[src/design/gdd_pkg.sv]
package gdd_pkg;

    localparam int MAX_YEAR_DEF = 9999;

    localparam int DAY_W  = 5;
    localparam int MON_W  = 4;
    localparam int YEAR_W = 14;
    localparam int DIST_W = 22;
    localparam int DOY_W  = 9;
    // Signed accumulator; holds any span of 14-bit years with margin.
    localparam int ACC_W  = 25;
    localparam int M100_W = 7;
    localparam int M400_W = 9;

    localparam logic [DIST_W-1:0] DIST_MAX = {DIST_W{1'b1}};
    localparam logic [YEAR_W-1:0] YEARS_400 = YEAR_W'(400);

    localparam logic [MON_W-1:0] MON_JAN = MON_W'(1);
    localparam logic [MON_W-1:0] MON_FEB = MON_W'(2);
    localparam logic [MON_W-1:0] MON_DEC = MON_W'(12);

    typedef struct packed {
        logic load;
        logic reduce;
        logic init;
        logic walk;
        logic finish;
    } t_cmd;

    typedef struct packed {
        logic rem_ge_400;
        logic year_done;
    } t_status;

    function automatic logic [DOY_W-1:0] month_len(input logic [MON_W-1:0] m);
        logic [DOY_W-1:0] r;
        begin
            unique case (m)
                4'd1, 4'd3, 4'd5, 4'd7, 4'd8, 4'd10, 4'd12: r = DOY_W'(31);
                4'd4, 4'd6, 4'd9, 4'd11:                    r = DOY_W'(30);
                4'd2:                                       r = DOY_W'(28);
                default:                                    r = '0;
            endcase
            return r;
        end
    endfunction

    // Days in the months before month m of a common year.
    function automatic logic [DOY_W-1:0] cum_days(input logic [MON_W-1:0] m);
        logic [DOY_W-1:0] r;
        begin
            unique case (m)
                4'd1:    r = DOY_W'(0);
                4'd2:    r = DOY_W'(31);
                4'd3:    r = DOY_W'(59);
                4'd4:    r = DOY_W'(90);
                4'd5:    r = DOY_W'(120);
                4'd6:    r = DOY_W'(151);
                4'd7:    r = DOY_W'(181);
                4'd8:    r = DOY_W'(212);
                4'd9:    r = DOY_W'(243);
                4'd10:   r = DOY_W'(273);
                4'd11:   r = DOY_W'(304);
                4'd12:   r = DOY_W'(334);
                default: r = '0;
            endcase
            return r;
        end
    endfunction

    function automatic logic day_leap(input logic [1:0] m4, input logic [M100_W-1:0] m100,
                                      input logic [M400_W-1:0] m400);
        begin
            return ((m4 == 2'd0) && (m100 != '0)) || (m400 == '0);
        end
    endfunction

    // A day past the end of its month, or a month outside 1..12, gives zero.
    function automatic logic [DOY_W-1:0] day_of_year(input logic [DAY_W-1:0] d,
                                                     input logic [MON_W-1:0] m,
                                                     input logic leap);
        logic [DOY_W-1:0] len;
        logic [DOY_W-1:0] r;
        begin
            r = '0;
            if (m >= MON_JAN && m <= MON_DEC) begin
                len = month_len(m) + ((m == MON_FEB) ? DOY_W'(leap) : DOY_W'(0));
                if (DOY_W'(d) <= len) begin
                    r = cum_days(m) + ((m > MON_FEB) ? DOY_W'(leap) : DOY_W'(0))
                        + DOY_W'(d);
                end
            end
            return r;
        end
    endfunction

endpackage

[src/design/gregorian_date_distance_core.sv]
// Channel  Handshake                  Payload
// input    i_in_valid / o_in_stall    i_first_*, i_second_* (day, month, year)
// output   o_out_valid / i_out_stall  o_day_distance
//
// One request at a time: after a request is accepted, the controller reduces y_lo
// modulo 400, seeds the year counters and walks the years from y_lo to y_hi, y_lo and
// y_hi being the ordered years, and then offers the result.
// The time to a result is set by the year walk, which adds one year per cycle, and by
// the year-modulo-400 reduction that runs before it, one subtraction a cycle.
// Reset is synchronous and active low; it returns the controller to idle.
// The result is held while i_out_stall is high; no new request is taken until
// it has been delivered.
module gregorian_date_distance_core
    import gdd_pkg::*;
#(
    parameter int MAX_YEAR = MAX_YEAR_DEF
) (
    input  logic              i_clk,
    input  logic              i_rst_n,
    input  logic              i_in_valid,
    output logic              o_in_stall,
    input  logic [DAY_W-1:0]  i_first_day,
    input  logic [MON_W-1:0]  i_first_month,
    input  logic [YEAR_W-1:0] i_first_year,
    input  logic [DAY_W-1:0]  i_second_day,
    input  logic [MON_W-1:0]  i_second_month,
    input  logic [YEAR_W-1:0] i_second_year,
    output logic              o_out_valid,
    input  logic              i_out_stall,
    output logic [DIST_W-1:0] o_day_distance
);

    t_cmd    cmd;
    t_status status;

    gdd_ctrl u_ctrl (
        .i_clk       (i_clk),
        .i_rst_n     (i_rst_n),
        .i_in_valid  (i_in_valid),
        .i_out_stall (i_out_stall),
        .i_status    (status),
        .o_cmd       (cmd),
        .o_in_stall  (o_in_stall),
        .o_out_valid (o_out_valid)
    );

    gdd_datapath #(
        .MAX_YEAR (MAX_YEAR)
    ) u_datapath (
        .i_clk          (i_clk),
        .i_first_day    (i_first_day),
        .i_first_month  (i_first_month),
        .i_first_year   (i_first_year),
        .i_second_day   (i_second_day),
        .i_second_month (i_second_month),
        .i_second_year  (i_second_year),
        .i_cmd          (cmd),
        .o_status       (status),
        .o_day_distance (o_day_distance)
    );

endmodule

[src/design/gdd_ctrl.sv]
module gdd_ctrl
    import gdd_pkg::*;
(
    input  logic    i_clk,
    input  logic    i_rst_n,
    input  logic    i_in_valid,
    input  logic    i_out_stall,
    input  t_status i_status,
    output t_cmd    o_cmd,
    output logic    o_in_stall,
    output logic    o_out_valid
);

    typedef enum logic [3:0] {
        S_IDLE   = 4'b0001,
        S_REDUCE = 4'b0010,
        S_WALK   = 4'b0100,
        S_DONE   = 4'b1000
    } t_state;

    t_state r_state, n_state;

    always_ff @(posedge i_clk) begin
        if (!i_rst_n) begin
            r_state <= S_IDLE;
        end else begin
            r_state <= n_state;
        end
    end

    always_comb begin
        n_state = r_state;
        o_cmd   = '0;
        unique case (r_state)
            S_IDLE: begin
                if (i_in_valid) begin
                    o_cmd.load = 1'b1;
                    n_state    = S_REDUCE;
                end
            end
            S_REDUCE: begin
                // Once the remainder is below 400, S_REDUCE seeds the year counters instead of subtracting.
                if (i_status.rem_ge_400) begin
                    o_cmd.reduce = 1'b1;
                end else begin
                    o_cmd.init = 1'b1;
                    n_state    = S_WALK;
                end
            end
            S_WALK: begin
                if (i_status.year_done) begin
                    o_cmd.finish = 1'b1;
                    n_state      = S_DONE;
                end else begin
                    o_cmd.walk = 1'b1;
                end
            end
            S_DONE: begin
                if (!i_out_stall) begin
                    n_state = S_IDLE;
                end
            end
            default: n_state = S_IDLE;
        endcase
    end

    assign o_in_stall  = (r_state != S_IDLE);
    assign o_out_valid = (r_state == S_DONE);

endmodule

[src/design/gdd_datapath.sv]
module gdd_datapath
    import gdd_pkg::*;
#(
    parameter int MAX_YEAR = MAX_YEAR_DEF
) (
    input  logic              i_clk,
    input  logic [DAY_W-1:0]  i_first_day,
    input  logic [MON_W-1:0]  i_first_month,
    input  logic [YEAR_W-1:0] i_first_year,
    input  logic [DAY_W-1:0]  i_second_day,
    input  logic [MON_W-1:0]  i_second_month,
    input  logic [YEAR_W-1:0] i_second_year,
    input  t_cmd              i_cmd,
    output t_status           o_status,
    output logic [DIST_W-1:0] o_day_distance
);

    logic [DAY_W-1:0]  r_d1, r_d2;
    logic [MON_W-1:0]  r_m1, r_m2;
    logic [YEAR_W-1:0] r_y, r_y2, r_rem;
    logic [M100_W-1:0] r_m100;
    logic [M400_W-1:0] r_m400;
    logic signed [ACC_W-1:0] r_dist;
    logic [DIST_W-1:0] r_result;

    logic [YEAR_W-1:0] cy1, cy2;
    logic              swap;
    logic [M400_W-1:0] seed_m400;
    logic [M100_W-1:0] seed_m100;
    logic              seed_leap, cur_leap;
    logic signed [ACC_W-1:0] sum;
    logic [ACC_W-1:0]  mag;
    logic [DIST_W-1:0] sat;

    always_comb begin
        cy1 = (32'(i_first_year) > MAX_YEAR) ? YEAR_W'(MAX_YEAR) : i_first_year;
        cy2 = (32'(i_second_year) > MAX_YEAR) ? YEAR_W'(MAX_YEAR) : i_second_year;
        swap = (cy1 > cy2);
    end

    // The remainder is below 400 here; fold it to the century position.
    always_comb begin
        seed_m400 = M400_W'(r_rem);
        if (seed_m400 >= M400_W'(300)) begin
            seed_m100 = M100_W'(seed_m400 - M400_W'(300));
        end else if (seed_m400 >= M400_W'(200)) begin
            seed_m100 = M100_W'(seed_m400 - M400_W'(200));
        end else if (seed_m400 >= M400_W'(100)) begin
            seed_m100 = M100_W'(seed_m400 - M400_W'(100));
        end else begin
            seed_m100 = M100_W'(seed_m400);
        end
        seed_leap = day_leap(r_y[1:0], seed_m100, seed_m400);
        cur_leap  = day_leap(r_y[1:0], r_m100, r_m400);
    end

    always_comb begin
        sum = r_dist + ACC_W'(day_of_year(r_d2, r_m2, cur_leap));
        mag = (sum < 0) ? ACC_W'(-sum) : ACC_W'(sum);
        sat = (mag > ACC_W'(DIST_MAX)) ? DIST_MAX : mag[DIST_W-1:0];
    end

    always_ff @(posedge i_clk) begin
        if (i_cmd.load) begin
            r_d1  <= swap ? i_second_day   : i_first_day;
            r_m1  <= swap ? i_second_month : i_first_month;
            r_d2  <= swap ? i_first_day    : i_second_day;
            r_m2  <= swap ? i_first_month  : i_second_month;
            r_y   <= swap ? cy2 : cy1;
            r_rem <= swap ? cy2 : cy1;
            r_y2  <= swap ? cy1 : cy2;
        end
        if (i_cmd.reduce) begin
            r_rem <= r_rem - YEARS_400;
        end
        if (i_cmd.init) begin
            r_m400 <= seed_m400;
            r_m100 <= seed_m100;
            r_dist <= -ACC_W'(day_of_year(r_d1, r_m1, seed_leap));
        end
        if (i_cmd.walk) begin
            r_dist <= r_dist + ACC_W'(365) + ACC_W'(cur_leap);
            r_y    <= r_y + YEAR_W'(1);
            r_m100 <= (r_m100 == M100_W'(99))  ? '0 : r_m100 + M100_W'(1);
            r_m400 <= (r_m400 == M400_W'(399)) ? '0 : r_m400 + M400_W'(1);
        end
        if (i_cmd.finish) begin
            r_result <= sat;
        end
    end

    assign o_status.rem_ge_400 = (r_rem >= YEARS_400);
    assign o_status.year_done  = (r_y == r_y2);
    assign o_day_distance      = r_result;

endmodule

[config.mk]
export PLATFORM = sky130hd
export DESIGN_NAME = gregorian_date_distance_core
export DESIGN_NICKNAME = d
export VERILOG_FILES = /design/src/design/gdd_pkg.sv /design/src/design/gregorian_date_distance_core.sv /design/src/design/gdd_ctrl.sv /design/src/design/gdd_datapath.sv
export SDC_FILE = /design/constraint.sdc
export NUM_CORES = 1
export LEC_CHECK = 0
export ABC_AREA = 1
export BUFFER_PORTS_ARGS = -buffer_cell sky130_fd_sc_hd__buf_2
export CORE_MARGIN = 2
export CORE_UTILIZATION = 65
export CTS_CLUSTER_DIAMETER = 120
export CTS_CLUSTER_SIZE = 28
export DETAILED_ROUTE_END_ITERATION = 7
export PLACE_DENSITY = 0.84
export SYNTH_ARGS = -nofsm -noshare
export SYNTH_HDL_FRONTEND = slang
export SYNTH_SLANG_ARGS = --single-unit
[constraint.sdc]
create_clock -name i_clk -period 15.9 [get_ports i_clk]
set_input_delay 1.59 -clock i_clk [delete_from_list [all_inputs] [get_ports i_clk]]
set_output_delay 1.59 -clock i_clk [all_outputs]
set_load 0.1 [all_outputs]
==> impl_metrics.toml, run 1 <==
[logic_synthesis]
syn_nets = 1786
yosys_register_bits = 151
synth_cells = 1644
synth_most_common_cell = "nand2_1"
syn-cell-area_um2 = 12000
synth_edf_count = 123
synth.avg_cell_area_um2 = 7.30
synth_cell_type_count = 50
synthArstFlopShare_pct = 0
synth.largest_area_cell = "edfxtp_1"
synth_top_area_share_pct = 30.8
synth_area_leaders = "edfxtp_1 (31%), nand2_1 (15%), ha_1 (9.1%)"
synthFlopType = "edfxtp_1"
synth_common_cells = "nand2_1 (486), inv_1 (203), nand3_1 (133)"
ys_seq_area_share_pct = 35.4
synth_warnings = 0

[sta]
final.setup.tns_ps = 0
setup_ws_ps = 9250
tightest_slew_ps = 806
relSlewSlack_pct = 46.2
max_freq_ghz = 0.150
rsz0062_at_grt = "false"
finClkSkew_ps = 8.32
setup_viol = 0
slew_violations = 0
final.min_clock_period_ps = 6650
hold_viol = 0
finalCritPeriodShare_pct = 41.8

[drt]
drtIter0Drc = 972
vias = 10906
wl_um = 28200
wl_per_cell_um = 14.5
avgViaCountPerCell = 5.60
drc = 0
first_pass_iters = 5
antenna_left = 0

[worst_setup_path]
r2r_start = "u_datapath.r_m400[2]"
crit_end = "u_datapath.o_day_distance[14]"
worstPathArrival_ps = 6780
crit_required_ps = 16030
path_class = "reg2reg"
endpoint_kind = "flip-flop"
crit_path_start_kind = "flip-flop"
worst_path_max_delay_cell = "edfxtp_1"
cp-startpoint = "u_datapath.r_m400[2]"
r2r_cells = 36
cpMostUsedCell = "nand2_1"
critPathMaxStageDelay_ps = 440
crit_fanout = 22
reg2reg_to = "u_datapath.o_day_distance[14]"
rrSetupSlack_ps = 9250

[global_route]
use_met1_pct = 39.2
grt_usage_pct = 29.1
gr-usage-met3_pct = 3.59
busiest_layer = "met2"
grt_use_met2_pct = 48.4
grt_pass1_wl_um = 46600
grt-ovfl-total = 0
grt_pass1_vias = 9918
grt_max_degree = 55
antenna_found_initial = 0

[power_and_ir_drop]
power.leakage_uw = 0.00618
switching_share_pct = 42.9
p_seq_share_pct = 31.8
power.total_uw = 1790
p_sw_uw = 768
powerDensity_nw_per_um2 = 137
combinationalPowerShare_pct = 47.8
pwr-share-clk_pct = 20.4
internal_power_uw = 1020
peakVddDrop_mv = 0.115

[clocking]
cts_resized = 0
clock-root-buffer = "clkbuf_16"
cts_num_sinks = 151
cts_setup_buffers = 0
ctsHoldBuffers = 0
htreeDepth = 4
cts_tree = "done"
clk_pin_slew_ps = 60
clock_latency_ps = 430
cts_max_path_buffers = 2
cts_buffers = 17

[outcome]
status = "completed"

[die]
dieHeight_um = 140
num_rows = 49
die_x_um = 140
start_util_pct = 66.6
core_um2 = 18000
dieArea_um2 = 19600
ios = 74

[finish]
syn2layout_area_growth_pct = 8.69
drive_above_1_share_pct = 11.2
nets = 1846
diodes = 0
instances_no_fill = 1946

[min_path]
hp-class = "reg2reg"

[job]
cap_violations = 0

[placed_design]
dpl.cell_count = 1914
hpwl_um = 21500
io_buffers = 73
gp_congestion = 0.937
pre_cts_ws_ps = 9370
-- layout make-up --
class	instances	area (µm²)
Timing Repair Buffer	79	410
Clock inverter	11	77.6
Multi-Input combinational cell	1239	6770
Sequential cell	151	4250
Inverter	216	811
Clock buffer	21	440
Fill cell	1467	4980
Tap cell	229	287
-- cells in the final DEF (no fill, tap or decap), types with 4 or more instances in the layout --
cell type,netlist,final
a21oi_1,40,40
xor2_1,51,51
nand2_1,486,486
inv_1,203,203
or2_2,23,23
o21ai_1,8,8
o21ai_0,121,120
nand4_1,31,31
clkinv_2,0,4
nand3b_1,7,7
nor4_1,8,7
dfxtp_1,28,28
nor2_1,120,120
o211ai_1,6,6
nand3_2,7,7
xnor2_1,17,17
fa_1,5,5
o22ai_1,5,5
nor3_1,19,19
ha_1,87,87
clkinv_1,5,5
nor2_2,10,10
clkbuf_1,22,4
edfxtp_1,123,123
buf_4,3,6
clkbuf_16,0,17
nor2_4,4,4
inv_2,8,8
buf_2,10,73
nand2_2,21,21
nand3_1,133,133
-- power by group through the flow --
stage / Clock [µW] / Sequential (µW) / Combinational [µW]
floorplan: 0 / 559 / 667
global placement: 0 / 573 / 811
detailed placement: 0 / 576 / 836
CTS: 366 / 568 / 846
global route: 381 / 576 / 983
finish: 365 / 569 / 854
-- per-layer routing --
layer | routed length [µm] | share of wire (%)
met5 | 0 | 0
met4 | 820 | 2.9
met2 | 13100 | 46
met3 | 1690 | 6.0
met1 | 12600 | 45
-- worst max-delay path, delay by kind of cell (launching register included) --
family	cells	cell delay, ps
AOI/OAI and AO/OA	6	850
adders and majority gates	6	1610
and+or+nand+nor	19	2780
DFF	1	440
buffers and inverters	5	660
-- how the worst min path moves through the flow --
stage               cells after the start                end         startpoint  slack, ps
floorplan                               2  u_ctrl.r_state[3]  u_ctrl.r_state[3]        480
global placement                        2  u_ctrl.r_state[3]  u_ctrl.r_state[3]        510
detailed placement                      2  u_ctrl.r_state[3]  u_ctrl.r_state[3]        510
CTS                                     2  u_ctrl.r_state[3]  u_ctrl.r_state[3]        520
global route                            2  u_ctrl.r_state[3]  u_ctrl.r_state[3]        570
finish                                  2  u_ctrl.r_state[3]  u_ctrl.r_state[3]        530
-- logic make-up (layout without fill, tap and decap cells) --
kind of cell / Yosys count / count (layout) / synth area share [%]
compound gates: 199 / 199 / 8.96
xor+xnor: 68 / 68 / 4.96
fa+ha+maj: 92 / 92 / 9.90
buf+inv: 254 / 327 / 8.33
flops: 151 / 151 / 35.4
mux: 1 / 1 / 0.0834
simple gates: 879 / 879 / 32.3
-- per-stage QoR --
step                      instance area (µm²)  hold slack [ps]  utilization (%)
after floorplan                         12000              480                -
after global placement                  12500              513             69.5
after detailed placement                12500              515             69.5
after CTS                               13000              525             72.4
after global routing                    13000              572             72.4
final                                   13000              527             72.4
Power figures use the tool's default switching activity.
==> run 2, diff against run 1 <==
- CORE_UTILIZATION: 65 -> 57
- PLACE_DENSITY: 0.84 -> 0.78
- clock period: 15.9 -> 5.6 ns (I/O delays scaled with it)
==> run 2 against run 1 <==
The run now ends with negative setup slack left. Final cell count grew 8.4%. Worst setup slack lost 9400 ps. Global-route usage shrank 1.4 points. Die area grew 14%. Fmax grew 15%. Power grew to 3.4 times the previous value. Via count grew 9.4%.
==> impl_metrics.toml, run 2 (same netlist as run 1, synthesis figures left out) <==
[die]
core_um2 = 20800
num_rows = 53
dieArea_um2 = 22200
dieHeight_um = 149
start_util_pct = 57.6
die_x_um = 149
ios = 74

[job]
cap_violations = 0

[power_and_ir_drop]
power.leakage_uw = 0.00694
power.total_uw = 6080
peakVddDrop_mv = 0.298
powerDensity_nw_per_um2 = 409

[sta]
finalCritPeriodShare_pct = 103
hold_slack_ps = 334
setup_ws_ps = -178
relSlewSlack_pct = 25.8
finClkSkew_ps = 13.3
rsz0062_at_grt = "true"
tightest_slew_ps = 1110
setup_viol = 22
final.min_clock_period_ps = 5780
slew_violations = 0
max_freq_ghz = 0.173
hold_viol = 0
final.setup.tns_ps = -3460

[drt]
vias = 11927
drtIter0Drc = 1045
first_pass_iters = 6
drc = 0
antenna_left = 0
wl_per_cell_um = 15.8
wl_um = 33300
avgViaCountPerCell = 5.66

[finish]
nets = 1963
final_common_cell = "nand2_1"
final_cell_mix = "nand2_1 (451), inv_1 (193), edfxtp_1 (123)"
fillCellCount = 1539
diodes = 0
fin_util_pct = 71.4
drive_above_1_share_pct = 23.8
syn2layout_area_growth_pct = 23.9

[clocking]
cts_num_sinks = 151
clk_pin_slew_ps = 60
clock_latency_ps = 440
cts_tree = "done"
clock-root-buffer = "clkbuf_16"
ctsHoldBuffers = 0
htreeDepth = 4
cts_max_path_buffers = 2
cts_buffers = 17

[min_path]
hp-class = "in2reg"

[worst_setup_path]
crit_buf_inv = 9
crit_fanout = 7
endpoint_kind = "flip-flop"
cpMostUsedCell = "nand2_2"
cp_top_family = "simple AND/OR/NAND/NOR gates"
crit_path_start_kind = "flip-flop"
critPathMaxStageDelay_ps = 420
worst_path_max_delay_cell = "edfxtp_1"
path_class = "reg2reg"
crit_required_ps = 5780
worstPathArrival_ps = 5960

[global_route]
grt_usage_pct = 27.6
grt_pass1_vias = 10858
antenna_found_initial = 0
grt_pass1_wl_um = 49700
grt_max_degree = 49
grt-ovfl-total = 0

[placed_design]
io_buffers = 73
gp_congestion = 0.918
hpwl_um = 22200

[outcome]
status = "finished, violations left"
violations = "negative setup slack"
==> run 2: cell count changes in the layout (fill, tap and decap cells not counted), sizes merged <==
cell,previous run,this run
buf,79,193
clkinvlp,3,0
inv,212,215
bufinv,0,1
clkbuf,21,22
clkinv,12,13
==> run 2: cell type report <==
type                            instances  area (µm²)  area share (%)
Inverter                              216         816            5.49
Multi-Input combinational cell       1239        7450            50.1
Sequential cell                       151        4250            28.6
Timing Repair Buffer                  196        1420            9.57
Clock buffer                           19         464            3.12
Tap cell                              275         344            2.31
Clock inverter                         13         119           0.799
==> run 2: power by group <==
part | switching, µW | internal (µW) | leakage (µW)
Combinational | 2010 | 1290 | 0.00530
Sequential | 117 | 1500 | 0.00136
Clock | 509 | 654 | 0.000292
Total | 2640 | 3440 | 0.00694
==> run 2: routing by layer <==
layer / wire [µm] / GRT usage [%] / vias up
li1: - / - / 5758
met1: 13500 / 35.4 / 5452
met2: 16100 / 47.4 / 565
met3: 2340 / 4.28 / 152
met4: 1450 / 10.3 / 0
met5: 0 / 0 / -
==> run 2: worst register-to-register path: cells and delay by family (launching register included) <==
| family | cells | cell delay [ps] |
|---|---|---|
| AND/OR/NAND/NOR | 20 | 2280 |
| adder cells (fa/ha/maj) | 5 | 1200 |
| buffers and inverters | 9 | 1100 |
| flip-flops | 1 | 420 |
| AO/OA/AOI/OAI | 5 | 540 |
==> run 2: worst paths after layout <==
check	slack, ps	cells past startpoint	endpoint	from
worst min register to register	540	2	u_ctrl.r_state[3]	u_ctrl.r_state[3]
worst max register to register	-180	39	u_datapath.o_day_distance[1]	u_datapath.r_m400[2]
worst max-delay path	-180	39	u_datapath.o_day_distance[1]	u_datapath.r_m400[2]
worst min-delay path	330	2	u_ctrl.r_state[0]	i_rst_n
==> run 2: metrics by stage <==
stage | area [µm²] | setup slack [ps] | std cells
4_1_cts | 14200 | -42.6 | 2086
3_3_place_gp | 13200 | -70.5 | 2044
3_5_place_dp | 13200 | -275 | 2044
6_report | 14900 | -178 | 2109
2_1_floorplan | 12000 | 280 | 1644
5_1_grt | 14900 | -502 | 2109
==> run 2: what timing repair did <==
item	in CTS	in global routing
cloned	2	4
endpoints found under the setup margin	22	44
setup buffers	8	21
gates resized for setup	70	104
pin swaps	25	41
==> run 3, diff against run 2 <==
- PLACE_DENSITY: 0.78 -> 0.81
- SETUP_SLACK_MARGIN: default -> 0.1
==> run 3 against run 2 <==
The flow finishes with violations (design-rule violations, negative setup slack). Clock skew up 3.7 ps. Fmax down 2.1%. Non-clock buffer count down 17. Global-route usage down 0.14 points. Final cell count down 0.81%. Critical endpoint is now u_datapath.o_day_distance[2]. Largest cell class unchanged. Largest power group unchanged.
==> impl_metrics.toml, run 3 (same netlist as run 1, synthesis figures left out) <==
[drt]
first_pass_iters = 8
vias = 11683
dr_wl_met2_um = 15700
drc = 2
wl_per_cell_um = 15.4
wl_met3_um = 2120
wl_met1_um = 13000
topRoutingLayerUsed = "met4"
avgViaCountPerCell = 5.58
wl_um = 32100
antenna_left = 0
drtIter0Drc = 1143

[clocking]
cts_tree = "done"
cts_num_sinks = 151
clock_latency_ps = 440
htreeDepth = 4
cts_buffers = 17
clk_pin_slew_ps = 70
cts_max_path_buffers = 2
clock-root-buffer = "clkbuf_16"

[sta]
finalCritPeriodShare_pct = 105
setup_ws_ps = -303
max_freq_ghz = 0.169
tightest_slew_ps = 776
rsz0062_at_grt = "true"
setup_viol = 22
slew_violations = 0
hold_viol = 0
finClkSkew_ps = 17.0
relSlewSlack_pct = 48.2
final.min_clock_period_ps = 5900
final.setup.tns_ps = -5490

[finish]
postLayoutCellArea_um2 = 14500
instances_no_fill = 2092
diodes = 0
drive_above_1_share_pct = 21.5
fillCellCount = 1623
final_cell_mix = "nand2_1 (468), inv_1 (195), edfxtp_1 (123)"
syn2layout_area_growth_pct = 20.7
nets = 1946
final_common_cell = "nand2_1"

[worst_setup_path]
critPathMaxStageDelay_ps = 550
crit_required_ps = 5790
crit_fanout = 6
crit_path_start_kind = "flip-flop"
cpMostUsedCell = "inv_2"
endpoint_kind = "flip-flop"
worst_path_max_delay_cell = "fa_2"
path_class = "reg2reg"
worstPathArrival_ps = 6090

[outcome]
violations = "design-rule violations, negative setup slack"
status = "finished, violations left"

[global_route]
grt_usage_pct = 27.5
grt_pass1_wl_um = 49500
grt-ovfl-total = 0
antenna_found_initial = 0
grt_pass1_vias = 10824
grt_max_degree = 49

[placed_design]
gp_congestion = 0.930
hpwl_um = 22400
dpl.cell_count = 2016
io_buffers = 73
dpl-instance-area_um2 = 13000

[power_and_ir_drop]
peakVddDrop_mv = 0.284
powerDensity_nw_per_um2 = 406
power.leakage_uw = 0.00678

[die]
ios = 74
start_util_pct = 57.6
core_um2 = 20800
die_x_um = 149
dieArea_um2 = 22200
num_rows = 53
dieHeight_um = 149

[job]
cap_violations = 0

[min_path]
hp-class = "in2reg"
[run 3: critical path, delay by kind of cell (launching register included)]
| kind | cells | cell delay (ps) |
|---|---|---|
| compound gates | 6 | 700 |
| fa+ha+maj | 7 | 1740 |
| buf+inv | 7 | 560 |
| flops | 1 | 390 |
| simple gates | 17 | 2280 |
[run 3: report_power, final]
group	total (µW)	switching, µW	internal (µW)
sequential	1620	119	1500
clock	1090	484	605
combinational	3180	1940	1250
total	5890	2540	3350
[run 3: timing repair]
action	CTS	global route
gates cloned	2	2
hold buffers	0	0
setup endpoints to repair	22	44
resized for setup	44	76
setup buffers	24	17
pin swaps	7	28
[run 3: final timing paths]
kind	to	depth (start not counted)	slack [ps]	startpoint
hold reg to reg	u_ctrl.r_state[3]	2	540	u_ctrl.r_state[3]
hold / removal	u_ctrl.r_state[0]	2	360	i_rst_n
setup / recovery	u_datapath.o_day_distance[2]	37	-300	u_datapath.r_m400[3]
setup reg to reg	u_datapath.o_day_distance[2]	37	-300	u_datapath.r_m400[3]
[run 3: per-stage QoR]
| stage | util, % | setup slack, ps | hold slack, ps | total power [µW] |
|---|---|---|---|---|
| floorplan | - | 280 | 480 | 3480 |
| global placement | 62.6 | 24.2 | 511 | 4060 |
| detailed placement | 62.6 | -188 | 523 | 4160 |
| CTS | 67.4 | 6.53 | 363 | 5470 |
| global route | 69.6 | -632 | 364 | 6280 |
| finish | 69.6 | -303 | 363 | 5890 |
[run 3: metal layers]
| metal | global-route usage, % | up-vias |
|---|---|---|
| met5 | 0 | - |
| met4 | 10.5 | 0 |
| met3 | 4.25 | 134 |
| met2 | 48.1 | 514 |
| met1 | 34.3 | 5307 |
| li1 | - | 5728 |
[run 3: final cells by class]
cell class,count,area [µm²],share of cell area (%)
inverter,216,811,5.60
sequential,151,4250,29.4
clock inverter,9,68.8,0.475
clock buffer,23,478,3.30
tap,275,344,2.37
timing repair buffer,179,1260,8.73
multi-input combinational,1239,7270,50.2
